[config.mk]
export PLATFORM = sky130hd
export DESIGN_NAME = pli_controller
export DESIGN_NICKNAME = d
export VERILOG_FILES = /design/src/hw/rtl/pli_pkg.sv /design/src/hw/rtl/pli_controller.sv
export SDC_FILE = /design/constraint.sdc
export NUM_CORES = 1
export LEC_CHECK = 0
export BUFFER_PORTS_ARGS = -buffer_cell sky130_fd_sc_hd__buf_4
export CORE_ASPECT_RATIO = 1.5
export CORE_MARGIN = 2
export CORE_UTILIZATION = 50
export CTS_CLUSTER_SIZE = 30
export DETAILED_ROUTE_END_ITERATION = 12
export GPL_ROUTABILITY_DRIVEN = 0
export PLACE_DENSITY = 0.73
export SETUP_SLACK_MARGIN = 0.15
export SKIP_LAST_GASP = 1
export SYNTH_ARGS = -nofsm -noshare
export SYNTH_HDL_FRONTEND = slang
export SYNTH_SLANG_ARGS = --single-unit
export TNS_END_PERCENT = 50
[constraint.sdc]
create_clock -name clock -period 3.11 [get_ports clock]
set_input_delay 0.1555 -clock clock [delete_from_list [all_inputs] [get_ports clock]]
set_output_delay 0.1555 -clock clock [all_outputs]
set_load 0.01 [all_outputs]
[src/hw/rtl/pli_pkg.sv]
// ----------------------------------------------------------------------------
// pli_pkg
// Shared types and constants of the piecewise linear interpolator.
// ----------------------------------------------------------------------------
package pli_pkg;

   localparam int TableDepth = 1024;
   localparam int AddrW      = $clog2(TableDepth);
   localparam int CountW     = $clog2(TableDepth + 1);

   localparam logic [2:0] ST_INTERIOR  = 3'd0;
   localparam logic [2:0] ST_CLAMP_LO  = 3'd1;
   localparam logic [2:0] ST_CLAMP_HI  = 3'd2;
   localparam logic [2:0] ST_EMPTY     = 3'd3;
   localparam logic [2:0] ST_NO_BRACK  = 3'd4;
   localparam logic [2:0] ST_LOADED    = 3'd5;
   localparam logic [2:0] ST_FULL      = 3'd6;

   // controller -> datapath
   typedef struct packed {
      logic             capture;   // latch request word
      logic             store;     // write point at count
      logic             rd_en;     // issue a memory read
      logic [AddrW-1:0] rd_addr;
      logic             grab_a;    // registered read data -> lower point
      logic             grab_b;    // registered read data -> upper point
      logic             div_start;
      logic             set_out;   // load output register
      logic [2:0]       out_status;
      logic [1:0]       out_sel;   // 0 zero, 1 point a, 2 lerp
   } ctrl_type;

   localparam logic [1:0] SEL_ZERO = 2'd0;
   localparam logic [1:0] SEL_A    = 2'd1;
   localparam logic [1:0] SEL_LERP = 2'd2;

   // datapath -> controller
   typedef struct packed {
      logic is_query;
      logic le_a;       // key <= time in read data
      logic ge_a;       // key >= time of point a
      logic le_b;       // key <= time in read data
      logic ge_rd;      // key >= time in read data
      logic eq_ab;      // zero-width interval
      logic div_done;
   } stat_type;

endpackage

[src/hw/rtl/pli_controller.sv]
// ----------------------------------------------------------------------------
// pli_controller
// Sequencer: load, clamp tests, linear bracket search, divide, respond.
// ----------------------------------------------------------------------------
module pli_controller (
   input  logic                 clock,
   input  logic                 reset,
   input  logic                 req_valid,
   output logic                 req_ready,
   output logic                 rsp_valid,
   input  logic                 rsp_ready,
   input  pli_pkg::stat_type    stat,
   output pli_pkg::ctrl_type    ctrl,
   output logic [pli_pkg::CountW-1:0] count
);
   import pli_pkg::*;

   localparam logic [3:0] S_IDLE  = 4'd0;
   localparam logic [3:0] S_DEC   = 4'd1;
   localparam logic [3:0] S_RD0   = 4'd2;
   localparam logic [3:0] S_LO    = 4'd3;
   localparam logic [3:0] S_HI    = 4'd4;
   localparam logic [3:0] S_WALK  = 4'd5;
   localparam logic [3:0] S_CHK   = 4'd6;
   localparam logic [3:0] S_PEQ   = 4'd7;
   localparam logic [3:0] S_DIV   = 4'd8;
   localparam logic [3:0] S_RESP  = 4'd9;
   localparam logic [3:0] S_WAITA = 4'd10;

   logic [3:0]        st_ff, st_in;
   logic [CountW-1:0] cnt_ff, cnt_in;
   logic [CountW-1:0] idx_ff, idx_in;   // index of upper point under test
   logic              vld_ff, vld_in;

   logic [CountW-1:0] last;
   assign last = cnt_ff - CountW'(1);

   always_comb begin
      st_in  = st_ff;
      cnt_in = cnt_ff;
      idx_in = idx_ff;
      vld_in = vld_ff;
      ctrl   = '0;
      if (vld_ff && rsp_ready) vld_in = 1'b0;
      unique case (st_ff)
         S_IDLE: begin
            if (req_valid && !vld_ff) begin
               ctrl.capture = 1'b1;
               st_in = S_DEC;
            end
         end
         S_DEC: begin
            if (!stat.is_query) begin
               ctrl.set_out = 1'b1;
               ctrl.out_sel = SEL_ZERO;
               if (cnt_ff < CountW'(TableDepth)) begin
                  ctrl.store = 1'b1;
                  cnt_in = cnt_ff + CountW'(1);
                  ctrl.out_status = ST_LOADED;
               end else begin
                  ctrl.out_status = ST_FULL;
               end
               st_in = S_RESP;
            end else if (cnt_ff == '0) begin
               ctrl.set_out = 1'b1;
               ctrl.out_sel = SEL_ZERO;
               ctrl.out_status = ST_EMPTY;
               st_in = S_RESP;
            end else begin
               ctrl.rd_en = 1'b1;
               ctrl.rd_addr = '0;
               st_in = S_RD0;
            end
         end
         S_RD0: begin
            ctrl.grab_a = 1'b1;
            if (stat.le_a) begin
               st_in = S_LO;
            end else begin
               ctrl.rd_en = 1'b1;
               ctrl.rd_addr = last[AddrW-1:0];
               st_in = S_HI;
            end
         end
         S_LO: begin
            ctrl.set_out = 1'b1;
            ctrl.out_sel = SEL_A;
            ctrl.out_status = ST_CLAMP_LO;
            st_in = S_RESP;
         end
         S_HI: begin
            if (stat.ge_rd || (cnt_ff == CountW'(1))) begin
               // key >= last time
               ctrl.grab_a = 1'b1;
               st_in = S_PEQ;
               idx_in = '0;
            end else begin
               ctrl.rd_en = 1'b1;
               ctrl.rd_addr = '0;
               idx_in = CountW'(1);
               st_in = S_WALK;
            end
         end
         S_PEQ: begin
            ctrl.set_out = 1'b1;
            ctrl.out_sel = SEL_A;
            ctrl.out_status = ST_CLAMP_HI;
            st_in = S_RESP;
         end
         S_WALK: begin
            // read data holds point idx-1: make it lower point, fetch idx
            ctrl.grab_a = 1'b1;
            ctrl.rd_en = 1'b1;
            ctrl.rd_addr = idx_ff[AddrW-1:0];
            st_in = S_CHK;
         end
         S_CHK: begin
            ctrl.grab_b = 1'b1;
            if (stat.ge_a && stat.le_b) begin
               st_in = S_WAITA;
            end else if (idx_ff == last) begin
               ctrl.set_out = 1'b1;
               ctrl.out_sel = SEL_ZERO;
               ctrl.out_status = ST_NO_BRACK;
               st_in = S_RESP;
            end else begin
               // current upper becomes next lower; fetch next upper
               ctrl.grab_a = 1'b1;
               idx_in = idx_ff + CountW'(1);
               ctrl.rd_en = 1'b1;
               ctrl.rd_addr = idx_in[AddrW-1:0];
            end
         end
         S_WAITA: begin
            if (stat.eq_ab) begin
               ctrl.set_out = 1'b1;
               ctrl.out_sel = SEL_A;
               ctrl.out_status = ST_INTERIOR;
               st_in = S_RESP;
            end else begin
               ctrl.div_start = 1'b1;
               st_in = S_DIV;
            end
         end
         S_DIV: begin
            if (stat.div_done) begin
               ctrl.set_out = 1'b1;
               ctrl.out_sel = SEL_LERP;
               ctrl.out_status = ST_INTERIOR;
               st_in = S_RESP;
            end
         end
         S_RESP: begin
            vld_in = 1'b1;
            st_in = S_IDLE;
         end
         default: st_in = S_IDLE;
      endcase
   end

   always_ff @(posedge clock) begin
      if (reset) begin
         st_ff  <= S_IDLE;
         cnt_ff <= '0;
         idx_ff <= '0;
         vld_ff <= 1'b0;
      end else begin
         st_ff  <= st_in;
         cnt_ff <= cnt_in;
         idx_ff <= idx_in;
         vld_ff <= vld_in;
      end
   end

   assign req_ready = (st_ff == S_IDLE) && !vld_ff;
   assign rsp_valid = vld_ff;
   assign count     = cnt_ff;

   a_count_max: assert property (@(posedge clock) disable iff (reset)
      cnt_ff <= CountW'(TableDepth)) else $error("entry count overflow");
   a_count_step: assert property (@(posedge clock) disable iff (reset)
      (cnt_ff != $past(cnt_ff)) |-> (cnt_ff == $past(cnt_ff) + CountW'(1)))
      else $error("entry count moved by more than one");
   a_no_accept_busy: assert property (@(posedge clock) disable iff (reset)
      req_ready |-> !rsp_valid) else $error("accept while result pending");
endmodule

After elaboration in Yosys (flattened, before gate mapping)
Cells that the tools add are included.
{ "word_totals": {"reg_bits": 27, "input_bits": 11, "output_inout_bits": 35, "elab_cells": 82} }
{ "classes": {"add_sub_neg": 3, "magnitude_cmp": 1, "eq_ne": 17, "muxes": 41, "n_bitwise": 1, "n_reduce_logical": 15} }
{ "op_table": {"columns": ["operator", "n"], "rows": [
  ["2-to-1 mux 11 bit", 6],
  ["one-hot mux 11 bit (5 select lines)", 1],
  ["2-to-1 mux 6 bit", 6],
  ["one-hot mux 4 bit (9 select lines)", 1],
  ["one-hot mux 6 bit (6 select lines)", 1],
  ["2-to-1 mux 12 bit", 2],
  ["2-to-1 mux 4 bit", 6],
  ["adder 11 x 1 -> 11 bit (second input constant)", 2],
  ["one-hot mux 11 bit (2 select lines)", 1],
  ["equality test 4 x 3 -> 1 bit (second input constant)", 4],
  ["2-to-1 mux 1 bit", 13],
  ["equality test 4 bit (second input constant)", 3],
  ["equality test 11 x 1 -> 1 bit (second input constant)", 1],
  ["equality test 11 bit", 1],
  ["zero test 11 bit", 1],
  ["less-than comparator 11 bit (second input constant)", 1],
  ["subtractor 11 x 1 -> 11 bit (second input constant)", 1],
  ["AND reduction 3 bit", 3],
  ["equality test 4 x 2 -> 1 bit (second input constant)", 2],
  ["!= test 2 bit (second input constant)", 4],
  ["equality test 4 x 1 -> 1 bit (second input constant)", 1],
  ["logical AND 1 bit", 4],
  ["zero test 4 bit", 1],
  ["2-to-1 mux 2 bit", 2],
  ["other kinds (8)", 10]
]} }

Depth between registers and ports, before layout
Gate-level depths: netlist of run 1.
{ "logic_depth": {"depth_word": 5, "ltp_mapped": 13, "depth_no_buf": 9} }

Worst setup path after synthesis of run 1
No wires, ideal clock.
{ "synth_timing": {"kind": "register to output", "startpoint": "register cnt_ff[3], in the netlist count[3]", "endpoint": "output ctrl[12] in the netlist's numbering", "t_arrival_ns": 2.760, "t_required_ns": 2.954, "slack_ns": 0.194, "path_stages_with_launch": 10, "path_buffers": 2, "path_cell_list": "dfxtp_1 -> buf_2 -> nor4_2 -> nand3_1 -> xnor2_1 -> or4_4 -> o21ai_2 -> buf_2 -> nor4_2 -> a311o_1"} }
{ "synth_lines": {"columns": ["item", "line_no", "rtl"], "rows": [
  ["start, declared", "pli_controller.sv:31", "logic [CountW-1:0] cnt_ff, cnt_in;"],
  ["start signal, assigned", "pli_controller.sv:169", "cnt_ff <= cnt_in;"],
  ["end, declared", "pli_controller.sv:13", "output pli_pkg::ctrl_type ctrl,"]
]} }

==> results.yml, run 1 <==
timing:
  maxSlewViolCount: 0
  timing.hold.ws_ps: 185
  tns_ps: -594
  fin_crit_sh_pct: 103
  worst_slack_ps: -98.9
  hold_viol_final: 0
  fin_crit_ps: 3210
  max_freq_mhz: 312
  tightest_slew_ps: 634
  clock_skew_ps: 11.1
  setup_viol: 10
  grt_setup_unrepaired: "true"
  relSlewSlack_pct: 57.6
detailed_routing:
  dr_wl_met3_um: 405
  route.met2.wl_um: 3730
  num_vias: 2681
  postRouteAntennaNets: 0
  via_per_inst: 6.07
  drc_errors: 0
  avgRoutedWirePerCell_um: 16.6
  routed_wirelength_um: 7350
  drt-initial-drc-count: 228
  drtPass1Iterations: 8
  met1Wirelength_um: 2940
  top_layer: "met4"
clock_tree:
  holdBufCountCts: 0
  ctsLongestPathBuffers: 2
  path_clk_slew_ps: 110
  clockRootBuffer: "clkbuf_8"
  numCtsBuffers: 3
  cts_tree: "done"
  htree_levels: 1
  cts.sinks: 27
  clk_latency_ps: 280
grt:
  grt_max_degree: 18
  grt_pass1_wl_um: 11500
  antenna_found_initial: 0
  grt_pass1_vias: 2387
  grt.total_usage_pct: 27.7
  grt_overflow: 0
pwr:
  p_per_area_nw_per_um2: 266
  leakagePower_nw: 1.32
  power_mw: 0.808
  ir_drop_v: 0.000132
finish:
  fin_area_um2: 3040
  utilization_pct: 63.7
  area_growth_pct: 25.2
  n_antenna_cell: 0
  n_fill_cell: 438
  multi_input_area_um2: 1750
  fin_cells: 442
  final_nets: 392
  drive_above_1_share_pct: 26.1
  regArea_um2: 544
critical_path:
  reg2reg_to: "idx_ff[9]$_SDFFE_PP0P_"
  worstSetupPathType: "flip-flop to primary output"
  path_max_fanout: 6
  ff2ff_path_depth: 10
  critPathArrivalTime_ps: 3050
  cp-start-kind: "flip-flop"
  timing.rr.start: "count[3]$_SDFFE_PP0P_"
  rrSetupSlack_ps: 120
  required_ps: 2950
  endpoint_kind: "primary output"
synth:
  synthCells: 335
  yosys.area_share.simple_pct: 33.8
  synth_area_leaders: "dfxtp_1, nor2_1, xor2_1"
  synth.top_cells.by_count: "nor2_1, dfxtp_1, nand2_1"
  async_flop_share_pct: 0
  netlist_area_um2: 2430
  synth_compound_area_share_pct: 25.0
  synth_edf_count: 0
  seq_area_frac_synth_pct: 22.3
  yosysUniqueCellTypes: 59
  yosysMostFrequentCell: "nor2_1"
  syn_nets: 350
  synth_top_area_cell: "dfxtp_1"
  synth_top_area_share_pct: 22.3
  avgSynthCellArea_um2: 7.25
  synthFlopType: "dfxtp_1"
  synthMuxAreaShare_pct: 0.412
  synth_warnings: 0
  yosys.area_share.adder_pct: 2.06
  synth_top_family_by_area: "simple AND/OR/NAND/NOR gates"
  synth-xor-area-share_pct: 9.02
  synth-seq-cells: 27
die:
  start_util_pct: 50.9
  die_h_um: 89.3
  die_x_um: 60.9
  ios: 46
  rows: 31
  core_um2: 4770
  design.die.area_um2: 5440
min_path:
  hold_start: "rsp_ready"
  holdCritPathClass: "input port to flip-flop"
  holdPathEnd: "rsp_valid$_SDFFE_PP0P_"
  min_path_cells: 3
status:
  violations: "negative setup slack"
  outcome: "complete, but fails checks"
placed_design:
  hpwl_um: 5310
  place_area_um2: 2830
  port_buffers: 45
  dp_slack_ps: 204
  dp.cells: 431
job:
  drv_cap: 0
worst max path at each step:
stage                     to  depth (start not counted)             startpoint
finish              ctrl[11]                          9  count[3]$_SDFFE_PP0P_
global route        ctrl[18]                         10  count[3]$_SDFFE_PP0P_
detailed placement  ctrl[11]                          9  count[2]$_SDFFE_PP0P_
floorplan           ctrl[12]                          9  count[3]$_SDFFE_PP0P_
CTS                 ctrl[11]                          9  count[3]$_SDFFE_PP0P_
global placement    ctrl[11]                          9  count[2]$_SDFFE_PP0P_
report_power, final:
part / internal, mW / total, mW / switching (mW) / leakage [nW]
clock: 0.0920 / 0.211 / 0.119 / 0.0228
combinational: 0.111 / 0.235 / 0.124 / 1.08
sequential: 0.352 / 0.362 / 0.0107 / 0.219
worst max-delay path, stage by stage (launching register included):
cell and delay [ps]:
dfxtp_2 330, or4_4 550, o32ai_2 260, a21bo_1 230, or4_4 440, o21ai_4 260, buf_12 160, o32ai_1 80
a221o_1 310, buf_4 150
layer usage:
metal / vias up / track usage [%]
met5: - / 0
met4: 0 / 9.68
met3: 26 / 2.75
met2: 119 / 48.9
met1: 1239 / 34.2
li1: 1297 / -
flip-flops by register name (all words and copies together), names as in the netlist:
signal / flops
rsp_valid: 1
idx_ff: 11
st_ff: 4
count: 11
kinds of logic (layout without fill, tap and decap cells):
group / Yosys count / count (layout)
buffers and inverters: 40 / 81
AO/OA/AOI/OAI: 82 / 82
XOR/XNOR: 25 / 25
flip-flops: 27 / 27
multiplexers: 1 / 1
AND/OR/NAND/NOR: 156 / 156
adder cells (fa/ha/maj): 4 / 4
what timing repair did:
action	4_1_cts	5_1_grt
pin swaps	5	3
cloned	2	0
resized for setup	8	7
endpoints found under the setup margin	12	21
buffers inserted	4	1
area by class of cell:
cell class | count | area share, %
flip-flops and latches | 27 | 17.9
repair buffers | 68 | 19.3
multi-input cells | 268 | 57.4
clock buffers | 4 | 1.48
inverters | 9 | 1.11
well taps | 66 | 2.72
cells in the final DEF, fill, tap and decap left out, types with 8 or more instances in the layout:
master	synthesis	routed
a31oi_1	9	9
a21oi_1	10	10
nor2_1	39	38
or2_2	9	9
xnor2_1	11	11
nand3_1	13	12
o21ai_0	10	10
a211oi_1	10	10
buf_4	0	62
inv_1	9	9
nand2_1	27	27
nor2b_1	11	11
a211o_1	8	8
dfxtp_1	27	24
nor3_1	14	14
xor2_1	14	14
No activity file was read; power rests on OpenSTA's default activity.
==> run 2: changes to the inputs <==
--- a/config.mk
+++ b/config.mk
@@ -6,12 +6,14 @@
 export NUM_CORES = 1
 export LEC_CHECK = 0
 export BUFFER_PORTS_ARGS = -buffer_cell sky130_fd_sc_hd__buf_4
+export CAP_MARGIN = 20
 export CORE_ASPECT_RATIO = 1.5
 export CORE_MARGIN = 2
 export CORE_UTILIZATION = 50
 export CTS_CLUSTER_SIZE = 30
 export DETAILED_ROUTE_END_ITERATION = 12
 export GPL_ROUTABILITY_DRIVEN = 0
+export MAX_ROUTING_LAYER = met4
 export PLACE_DENSITY = 0.73
 export SETUP_SLACK_MARGIN = 0.15
 export SKIP_LAST_GASP = 1
==> run 2 against run 1 <==
Die area is the same. Clock skew is essentially flat. Highest routed layer unchanged. Final cell count is the same. Sequential power is essentially flat. Worst hold slack is essentially flat. Fmax grew 0.37%. Critical endpoint unchanged. Sequential share of layout area is the same. The flow still finishes with violations (negative setup slack). Power is essentially flat. Setup slack gained 12 ps.
==> results.yml, run 2 (same netlist as run 1, synthesis figures left out) <==
status:
  outcome: "complete, but fails checks"
  violations: "negative setup slack"
critical_path:
  cpPeakStageDelay_ps: 550
  slowest_stage: "or4_4"
  cp-start-kind: "flip-flop"
  path_max_fanout: 6
  critPathArrivalTime_ps: 3040
  required_ps: 2950
  path_common_cell: "or4_4"
  rrSetupSlack_ps: 130
  endpoint_kind: "primary output"
  worstSetupPathType: "flip-flop to primary output"
  crit_path_cell_trace: "or4_4 > o32ai_2 > a21bo_1 > or4_4 > o21ai_4 > buf_12 > o32ai_1 > a221o_1 > buf_4"
finish:
  fin_area_um2: 3040
  drive_above_1_share_pct: 26.1
  area_growth_pct: 25.2
  final_nets: 392
  layout_commonest_cell: "buf_4"
  layout_common_cells: "buf_4, nor2_1, nand2_1, dfxtp_1"
  n_antenna_cell: 0
detailed_routing:
  drtPass1Iterations: 6
  avgRoutedWirePerCell_um: 16.7
  route.met2.wl_um: 3760
  via_per_inst: 6.13
  postRouteAntennaNets: 0
  top_layer: "met4"
  dr_wl_met3_um: 403
  drc_errors: 0
  drt-initial-drc-count: 257
  num_vias: 2709
  met1Wirelength_um: 2990
  routed_wirelength_um: 7380
clock_tree:
  clk_latency_ps: 280
  cts_tree: "done"
  clockRootBuffer: "clkbuf_8"
  path_clk_slew_ps: 100
  ctsLongestPathBuffers: 2
  numCtsBuffers: 3
  htree_levels: 1
  cts.sinks: 27
  holdBufCountCts: 0
grt:
  grt_overflow: 0
  grt.total_usage_pct: 28.6
  grt_pass1_wl_um: 11600
  grt_pass1_vias: 2382
  grt_max_degree: 18
  antenna_found_initial: 0
timing:
  fin_crit_sh_pct: 103
  max_freq_mhz: 313
  relSlewSlack_pct: 57.1
  clock_skew_ps: 11.0
  maxSlewViolCount: 0
  worst_slack_ps: -87.0
  hold_viol_final: 0
  setup_viol: 10
  tightest_slew_ps: 641
  fin_crit_ps: 3200
  grt_setup_unrepaired: "true"
die:
  ios: 46
  core_um2: 4770
  die_x_um: 60.9
  die_h_um: 89.3
  design.die.area_um2: 5440
  rows: 31
  start_util_pct: 50.9
placed_design:
  dp_slack_ps: 204
  place_area_um2: 2830
  port_buffers: 45
  hpwl_um: 5310
job:
  drv_cap: 0
pwr:
  p_per_area_nw_per_um2: 266
  ir_drop_v: 0.000132
  leakagePower_nw: 1.32
min_path:
  holdCritPathClass: "input port to flip-flop"
[run 2: path summary, 6_finish.rpt]
kind | startpoint | end | depth (start not counted)
worst max-delay path | count[3]$_SDFFE_PP0P_ | ctrl[11] | 9
worst min-delay path | rsp_ready | rsp_valid$_SDFFE_PP0P_ | 3
worst max register to register | count[3]$_SDFFE_PP0P_ | idx_ff[9]$_SDFFE_PP0P_ | 10
worst min register to register | idx_ff[10]$_SDFFE_PP0P_ | idx_ff[10]$_SDFFE_PP0P_ | 2
[run 2: critical path: cells and delay by family (launching register included)]
| family | cells | cell delay (ps) |
|---|---|---|
| compound gates | 5 | 1140 |
| simple gates | 2 | 990 |
| buf+inv | 2 | 310 |
| flops | 1 | 330 |
[run 2: repair_timing]
item / 4_1_cts / 5_1_grt
cloned: 2 / 0
setup endpoints to repair: 12 / 21
pin swaps: 5 / 3
resized for setup: 8 / 7
setup buffers: 4 / 1
[run 2: power by group]
group | internal [mW] | total, mW | switching (mW) | leakage [nW]
Clock | 0.0920 | 0.210 | 0.118 | 0.0228
Combinational | 0.111 | 0.235 | 0.124 | 1.08
Sequential | 0.352 | 0.363 | 0.0110 | 0.219
Total | 0.555 | 0.808 | 0.253 | 1.32
[run 2: layer usage]
metal	up-vias	GRT usage, %
met2	133	48.8
met1	1256	34.5
met5	-	-
li1	1294	-
met3	26	2.60
met4	0	9.68
[run 2: metrics by stage]
step	utilization (%)	std cells	hold slack, ps	TNS, ps	total power, mW
after global routing	63.7	442	194	-1470	0.844
final	63.7	442	185	-552	0.808
after CTS	63.0	441	187	-97.4	0.803
after global placement	59.4	431	488	0	0.576
after floorplan	-	335	365	0	0.502
after detailed placement	59.4	431	488	0	0.578
[run 2: cell type report]
class                   count  area, um^2
multi-input cells         268        1750
fillers                   438        1730
repair buffers             68         588
flip-flops and latches     27         544
well taps                  66        82.6
clock buffers               4        45.0
inverters                   9        33.8
